==> config.mk <==
export PLATFORM = sky130hd
export DESIGN_NAME = lis_cmp
export DESIGN_NICKNAME = d
export VERILOG_FILES = /design/src/hw/rtl/lis_pkg.sv /design/src/hw/rtl/lis_cmp.sv
export SDC_FILE = /design/constraint.sdc
export NUM_CORES = 1
export LEC_CHECK = 0
export CORE_MARGIN = 4
export CORE_UTILIZATION = 50
export DETAILED_ROUTE_END_ITERATION = 8
export DONT_BUFFER_PORTS = 1
export MAX_ROUTING_LAYER = met4
export PLACE_DENSITY_LB_ADDON = 0.12
export SYNTH_ARGS = -nofsm -noshare
export SYNTH_HDL_FRONTEND = slang
export SYNTH_SLANG_ARGS = --single-unit
==> constraint.sdc <==
create_clock -name vclk -period 8.12
set_clock_uncertainty 0.2 [all_clocks]
set_input_delay 2.03 -clock vclk [all_inputs]
set_output_delay 2.03 -clock vclk [all_outputs]
set_load 0.01 [all_outputs]
==> src/hw/rtl/lis_pkg.sv <==
`default_nettype none

package lis_pkg;

	localparam int VALUE_W    = 32;
	localparam int LEN_OUT_W  = 7;
	localparam int OUT_DATA_W = 40;

	// Sequencer states of the top level.
	typedef enum logic [2:0] {
		ST_IDLE,
		ST_SCAN,
		ST_MAX,
		ST_WALK,
		ST_EMIT_RD,
		ST_EMIT_LD
	} state_t;

	// Operations of the shared compare unit.
	typedef enum logic [1:0] {
		CMP_LESS_LONGER,
		CMP_LONGER,
		CMP_MATCH
	} cmp_op_t;

endpackage

`default_nettype wire

==> src/hw/rtl/lis_cmp.sv <==
`default_nettype none

module lis_cmp #(
	parameter int LEN_W = 7
) (
	input  wire lis_pkg::cmp_op_t              op,
	input  wire logic [lis_pkg::VALUE_W-1:0]   a_val,
	input  wire logic [lis_pkg::VALUE_W-1:0]   b_val,
	input  wire logic [LEN_W-1:0]              a_len,
	input  wire logic [LEN_W-1:0]              b_len,
	output logic                               hit
);

	import lis_pkg::*;

	logic less;
	logic longer;

	assign less   = $signed(a_val) < $signed(b_val);
	assign longer = a_len > b_len;

	always_comb begin
		case (op)
			CMP_LESS_LONGER: hit = less && longer;
			CMP_LONGER:      hit = longer;
			CMP_MATCH:       hit = a_len == b_len;
			default:         hit = 1'b0;
		endcase
	end

endmodule

`default_nettype wire

==> impl_metrics.ini <==
[run_status]
status = completed

[placement]
dp_hpwl_um = 2030
port-buffer-count = 0
gp_congestion = 0.690

[yosys]
synth_area_leaders = ha_1 (47%), inv_1 (16%), a21oi_1 (6.4%)
synth_top_area_cell = ha_1
netlist_area_um2 = 1010
synth_nets = 260
netlist_instances = 142
yosys_warnings = 0
synth.avg_cell_area_um2 = 7.15
synth_most_common_cell = inv_1
yosys.cell_types.count = 25
yosys-top-cells-count = inv_1 (42), ha_1 (38), a21oi_1 (13)
yosysSeqAreaShare_pct = 0
synth_top_cell_area_share_pct = 46.9

[sta]
setup_tns_ns = 0
slew_headroom_pct = 73.2
finalSetupViolations = 0
worstMarginPinSlew_ns = 0.392
rsz0062_at_grt = no
final.period_utilization_pct = 70.2
hold_viol_final = 0
final.min_clock_period_ns = 5.70
finalMaxSlewViolations = 0
max_freq_mhz = 175

[critical_path]
crit_arrival_ns = 3.47
slowest_delay_ns = 0.41
cp.buffers_inverters = 1
crit_type = in2out
startpoint_type = input port
cp_num_cells = 8
end_kind = output port
worst-path-max-fanout = 3
critPathSlowestCell = a2111oi_0
crit_chain = inv_1 -> ha_1 -> and4_1 -> nand2_1 -> a2111oi_0 -> nand4b_1 -> and3_1 -> o21ai_1
required_ns = 5.89
crit_family = simple AND/OR/NAND/NOR gates

[die]
coreArea_um2 = 1940
die_width_um = 53.1
die_y_um = 53.1
ioPinCount = 81
dieArea_um2 = 2810
rows = 16
start_util_pct = 52.3

[global_route]
grt-busiest-layer = met2
grt_pass1_wl_um = 3040
antenna_found_initial = 0
globalRouteMet3Util_pct = 1.41
grt_pass1_vias = 833
gr-usage-met2_pct = 25.2
grt_max_degree = 4
grt_overflow_total = 0
globalRouteTotalUtil_pct = 13.8
grt_util_met1_pct = 17.3

[clock_network]
post_cts_buffers = 0
cts-resized-gates = 0
hold_buffers = 0

[detailed_routing]
post-route-drc-count = 0
viasPerCell = 5.46
drt-pass1-iter-count = 4
routedWlPerCell_um = 11.9
totalWireLength_um = 2020
drtAntennaViolNets = 0
drt-initial-drc-count = 4
vias = 922

[worst_hold_path]
whs_path_depth = 2
hp-class = in2out
hold_path_end = hit
hp-start = op[1]

[finish]
register_area_um2 = 0
area_growth_pct = 3.33
final_nets = 262
final_util_pct = 54.0
nFillCells = 210
multi_input_area_um2 = 857
clock_buffers = 0
drive_gt1_share_pct = 2.11
n_antenna_cell = 0
seq_cells = 0

[power_and_ir_drop]
power.leakage_uw = 0.000639
powerDensity_nw_per_um2 = 39.4
ir_worst_vdd_uv = 18.5

[flow_run]
drv_cap = 0
[layer usage]
layer	part of all wire, %	vias to the layer above
met4	0	0
li1	-	491
met2	48	50
met1	44	381
met3	8.2	0
met5	0	-
[cells in the final DEF (no fill, tap or decap)]
cell type	n
a2111oi_0	2
a21boi_1	1
a21o_1	2
a21oi_1	13
a221oi_2	1
a311oi_1	1
and3_1	1
and4_1	2
ha_1	38
inv_1	42
nand2_1	8
nand2b_1	1
nand3_1	3
nand3b_1	1
nand4_1	3
nand4_2	1
nand4b_1	2
nor2_1	5
nor2b_1	2
nor4_4	1
o21a_1	1
o21ai_0	7
o21ai_1	2
o221ai_1	1
or2b_1	1
[worst max path at each step]
stage | startpoint | end | slack [ns]
floorplan | b_val[30] | hit | 2.52
global placement | b_val[1] | hit | 2.35
detailed placement | b_val[11] | hit | 2.37
CTS | b_val[11] | hit | 2.36
global route | b_val[11] | hit | 2.25
finish | b_val[13] | hit | 2.42
[stage by stage]
stage	total power, uW	instance area (um2)	hold WS [ns]	cells	worst slack [ns]
detailed placement	42.0	1050	4.02	169	2.37
global route	49.7	1050	4.04	169	2.25
floorplan	34.6	1010	4.01	142	2.52
finish	41.4	1050	4.02	169	2.42
global placement	40.2	1050	4.03	169	2.35
CTS	42.3	1050	4.02	169	2.36
[final cells by class]
type | count | area share, %
multi-input combinational | 100 | 81.7
tap | 27 | 3.22
inverter | 42 | 15.0
[report_power, final]
| group | total, uW | internal, uW | switching [uW] | leakage [uW] |
|---|---|---|---|---|
| registers | 0 | 0 | 0 | 0 |
| clock network | 0 | 0 | 0 | 0 |
| logic | 41.4 | 19.5 | 21.8 | 0.000639 |
| total | 41.4 | 19.5 | 21.8 | 0.000639 |
[logic make-up (layout without fill, tap and decap cells)]
logic type | after synthesis | count (layout) | share of synthesized area (%)
compound gates | 31 | 31 | 18.7
fa+ha+maj | 38 | 38 | 46.9
simple gates | 31 | 31 | 18.9
buf+inv | 42 | 42 | 15.5
(Power assumes the default switching activity.)
