[config.mk]
export PLATFORM = sky130hd
export DESIGN_NAME = lis_ram
export DESIGN_NICKNAME = d
export VERILOG_FILES = /design/src/hw/rtl/lis_ram.sv
export SDC_FILE = /design/constraint.sdc
export NUM_CORES = 2
export LEC_CHECK = 0
export ABC_AREA = 0
export CAP_MARGIN = 20
export CORE_MARGIN = 2
export CORE_UTILIZATION = 56
export DETAILED_ROUTE_END_ITERATION = 12
export DONT_BUFFER_PORTS = 1
export MAX_ROUTING_LAYER = met4
export PLACE_DENSITY = 0.84
export SETUP_SLACK_MARGIN = 0.15
export SLEW_MARGIN = 20
export SYNTH_ARGS = -nofsm -noshare
export SYNTH_HDL_FRONTEND = slang
export SYNTH_SLANG_ARGS = --single-unit
[constraint.sdc]
create_clock -name clk -period 3.44 [get_ports clk]
set_input_delay 0.516 -clock clk [delete_from_list [all_inputs] [get_ports clk]]
set_output_delay 0.516 -clock clk [all_outputs]
set_load 0.01 [all_outputs]
[src/hw/rtl/lis_ram.sv]
`default_nettype none

module lis_ram #(
	parameter int W     = 32,
	parameter int DEPTH = 64
) (
	input  wire logic                     clk,
	input  wire logic                     we,
	input  wire logic [$clog2(DEPTH)-1:0] waddr,
	input  wire logic [W-1:0]             wdata,
	input  wire logic [$clog2(DEPTH)-1:0] raddr,
	output logic      [W-1:0]             rdata_q
);

	logic [W-1:0] mem_q [DEPTH];

	always_ff @(posedge clk) begin
		if (we) begin
			mem_q[waddr] <= wdata;
		end
		rdata_q <= mem_q[raddr];
	end

endmodule

`default_nettype wire

==> flow_metrics.env <==
export IMPL_status="finished clean"
export IMPL_p_leak_nw=27.4
export IMPL_hold_class="in2reg"
export IMPL_rr_startpoint="mem_q[39][29]"
export IMPL_r2r_end="rdata_q[29]"
export IMPL_final_max_slew_viol_count=0
export IMPL_setup_tns_ps=0
export IMPL_dp_cells=5129
export IMPL_reg2reg_setup_slack_ps=830
export IMPL_cp_required_ps=4130
export IMPL_cts_tree="done"
export IMPL_grt_usage_pct=32.0
export IMPL_fill_cells=8315
export IMPL_syn_num_nets=3370
export IMPL_num_vias=39200
export IMPL_remaining_drc_errors=0
export IMPL_async_reset_ff_share_pct=0
export IMPL_power_frac_seq_pct=55.2
export IMPL_ant_nets=0
export IMPL_cts_root_buf="clkbuf_16"
export IMPL_synth_edf_count=2048
export IMPL_max_slew_margin_pct=8.93
export IMPL_htreeDepth=4
export IMPL_cts_setup_buffers=0
export IMPL_setup_viol=0
export IMPL_pwr_share_comb_pct=4.3
export IMPL_multi_input_area_um2=16000
export IMPL_clk_pin_slew_ps=70
export IMPL_ys_ff_latch=2080
export IMPL_grt_antenna_before_repair=5
export IMPL_power_total_w=0.0512
export IMPL_rsz0062_at_grt="false"
export IMPL_synth_ff_type="edfxtp_1"
export IMPL_drive_above_1_share_pct=28.0
export IMPL_critPathLaunchType="input port"
export IMPL_crit_end="rdata_q[24]"
export IMPL_p_clk_share_pct=40.5
export IMPL_ios=78
export IMPL_cts_made_buffers=186
export IMPL_dp_hpwl_um=102000
export IMPL_avgSynthCellArea_um2=23.6
export IMPL_peakVddDrop_mv=0.593
export IMPL_p_per_area_nw_per_um2=578
export IMPL_final_util_pct=63.5
export IMPL_met3_usage_pct=7.17
export IMPL_end_kind="flop"
export IMPL_tightest_slew_ps=1370
export IMPL_grt_pass1_vias=39900
export IMPL_swShare_pct=21.1
export IMPL_synthTopCellsByArea="edfxtp_1 (78%), mux4_2 (16%), mux2i_1 (1.2%)"
export IMPL_core_rowCount=137
export IMPL_vias_per_cell=7.12
export IMPL_cts_sinks=2080
export IMPL_synth_top_area_cell="edfxtp_1"
export IMPL_finalWeightedCongestion=0.843
export IMPL_syn_inst=3324
export IMPL_area_growth_pct=12.8
export IMPL_dr_first_iter_drc_count=7309
export IMPL_finalCritPeriodShare_pct=90.7
export IMPL_coreArea_um2=139000
export IMPL_skew_ps=39.4
export IMPL_intPower_w=0.0404
export IMPL_regArea_um2=62100
export IMPL_firstDrtPassIters=5
export IMPL_finalNetCount=3527
export IMPL_clock_fmax_mhz=320
export IMPL_fin_ws_ps=320
export IMPL_worstPathArrival_ps=3810
export IMPL_port_buffers=0
export IMPL_routedWlPerCell_um=39.8
export IMPL_power_switching_w=0.0108
export IMPL_final_cells=5512
export IMPL_synth_top_cell_area_share_pct=78.3
export IMPL_hold_viol=0
export IMPL_grt_pass1_wl_um=306000
export IMPL_grt_max_degree=514
export IMPL_grtUsageMet2_pct=50.5
export IMPL_critPathKind="in2reg"
export IMPL_synthTopCellsByCount="edfxtp_1 (2048), mux4_2 (544), nor2_1 (137), mux2i_1 (93), o22ai_1 (84)"
export IMPL_initial_utilization_pct=56.3
export IMPL_critical_path_max_fanout=126
export IMPL_synth_area_um2=78500
export IMPL_clk_latency_ps=840
export IMPL_preCtsSetupSlack_ps=568
export IMPL_maxCapViolCount=0
export IMPL_yosysWarnings=0
export IMPL_grt_ovfl_total=0
export IMPL_synth_most_common_cell="edfxtp_1"
export IMPL_gr_max_usage_layer="met2"
export IMPL_die_w_um=378
export IMPL_routed_wl_um=219000
export IMPL_final_min_clock_period_ps=3120
export IMPL_synth_seq_area_share_pct=79.1
export IMPL_synth_cell_types=34
export IMPL_rr_worst_depth=5
export IMPL_clockBufferDepth=3
export IMPL_startpoint="raddr[1]"
export IMPL_die_y_um=378
export IMPL_grt_util_met1_pct=39.7
export IMPL_die_area_um2=143000
==> power groups by stage <==
stage               sequential [W]  combinational (W)  clock [W]
floorplan                   0.0287            0.00136          0
global placement            0.0287            0.00142          0
detailed placement          0.0288            0.00146          0
CTS                         0.0282            0.00202     0.0207
global route                0.0282            0.00226     0.0216
finish                      0.0282            0.00222     0.0207
==> stage by stage <==
stage,cell area (um2),hold WS (ps)
floorplan,78500,615
CTS,88400,0.580
global route,88600,11.9
detailed placement,81600,618
finish,88600,47.5
global placement,81600,619
==> flip-flops by register name (all words and copies together), names as in the netlist <==
register / cells
rdata_q: 32
mem_q: 2048
==> repair_timing <==
action                                  in CTS  in global routing
endpoints found under the setup margin       0                  2
resized for setup                            0                  0
hold buffers                                36                  0
hold endpoints to repair                  2066                  0
==> routing by layer <==
layer	vias to the layer above	wire (um)
li1	14600	-
met1	20200	68800
met2	3811	108000
met3	683	29600
met4	0	12600
met5	-	0
==> cell usage in the layout, fill, tap and decap left out, types with 5 or more instances in the layout <==
cell type / n
nor2_4: 62
nand2_1: 26
clkinvlp_4: 6
inv_6: 6
clkbuf_8: 6
edfxtp_1: 2048
clkinv_2: 29
nor2b_1: 15
buf_12: 27
clkinv_1: 37
a22oi_1: 12
dfxtp_1: 32
clkbuf_16: 193
a21oi_1: 62
nand2b_1: 7
mux2i_1: 93
nand3b_1: 5
nor3_1: 5
o221ai_1: 27
buf_16: 35
o22ai_1: 84
buf_4: 85
clkbuf_1: 46
nor2_1: 75
mux4_2: 544
nand3_1: 5
bufinv_16: 13
a311oi_1: 8
==> critical path, cell delays in order <==
cell	delay, ps
buf_16	500
buf_16	580
buf_16	390
mux4_2	460
mux4_2	510
o22ai_1	500
nor2_1	120
==> cell type report <==
class | count | share of cell area [%]
Timing Repair Buffer | 151 | 2.48
Clock inverter | 95 | 0.935
Tap cell | 1876 | 2.65
Antenna cell | 4 | 0.0113
Multi-Input combinational cell | 1062 | 18.0
Clock buffer | 244 | 5.71
Sequential cell | 2080 | 70.2
==> cell families after synthesis <==
kind of cell           synth area share, %
flip-flops                            79.1
multiplexers                          16.8
AND/OR/NAND/NOR                       1.27
AO/OA/AOI/OAI                         1.67
buffers and inverters                 1.13
==> worst min-delay path by stage <==
stage | from | end | cells past startpoint
3_5_place_dp | wdata[25] | mem_q[9][25] | 0
5_1_grt | raddr[4] | rdata_q[6] | 2
4_1_cts | raddr[4] | rdata_q[6] | 2
3_3_place_gp | wdata[25] | mem_q[10][25] | 0
6_report | raddr[4] | rdata_q[6] | 2
2_1_floorplan | wdata[0] | mem_q[0][0] | 0
No activity file was read; power rests on OpenSTA's default activity.
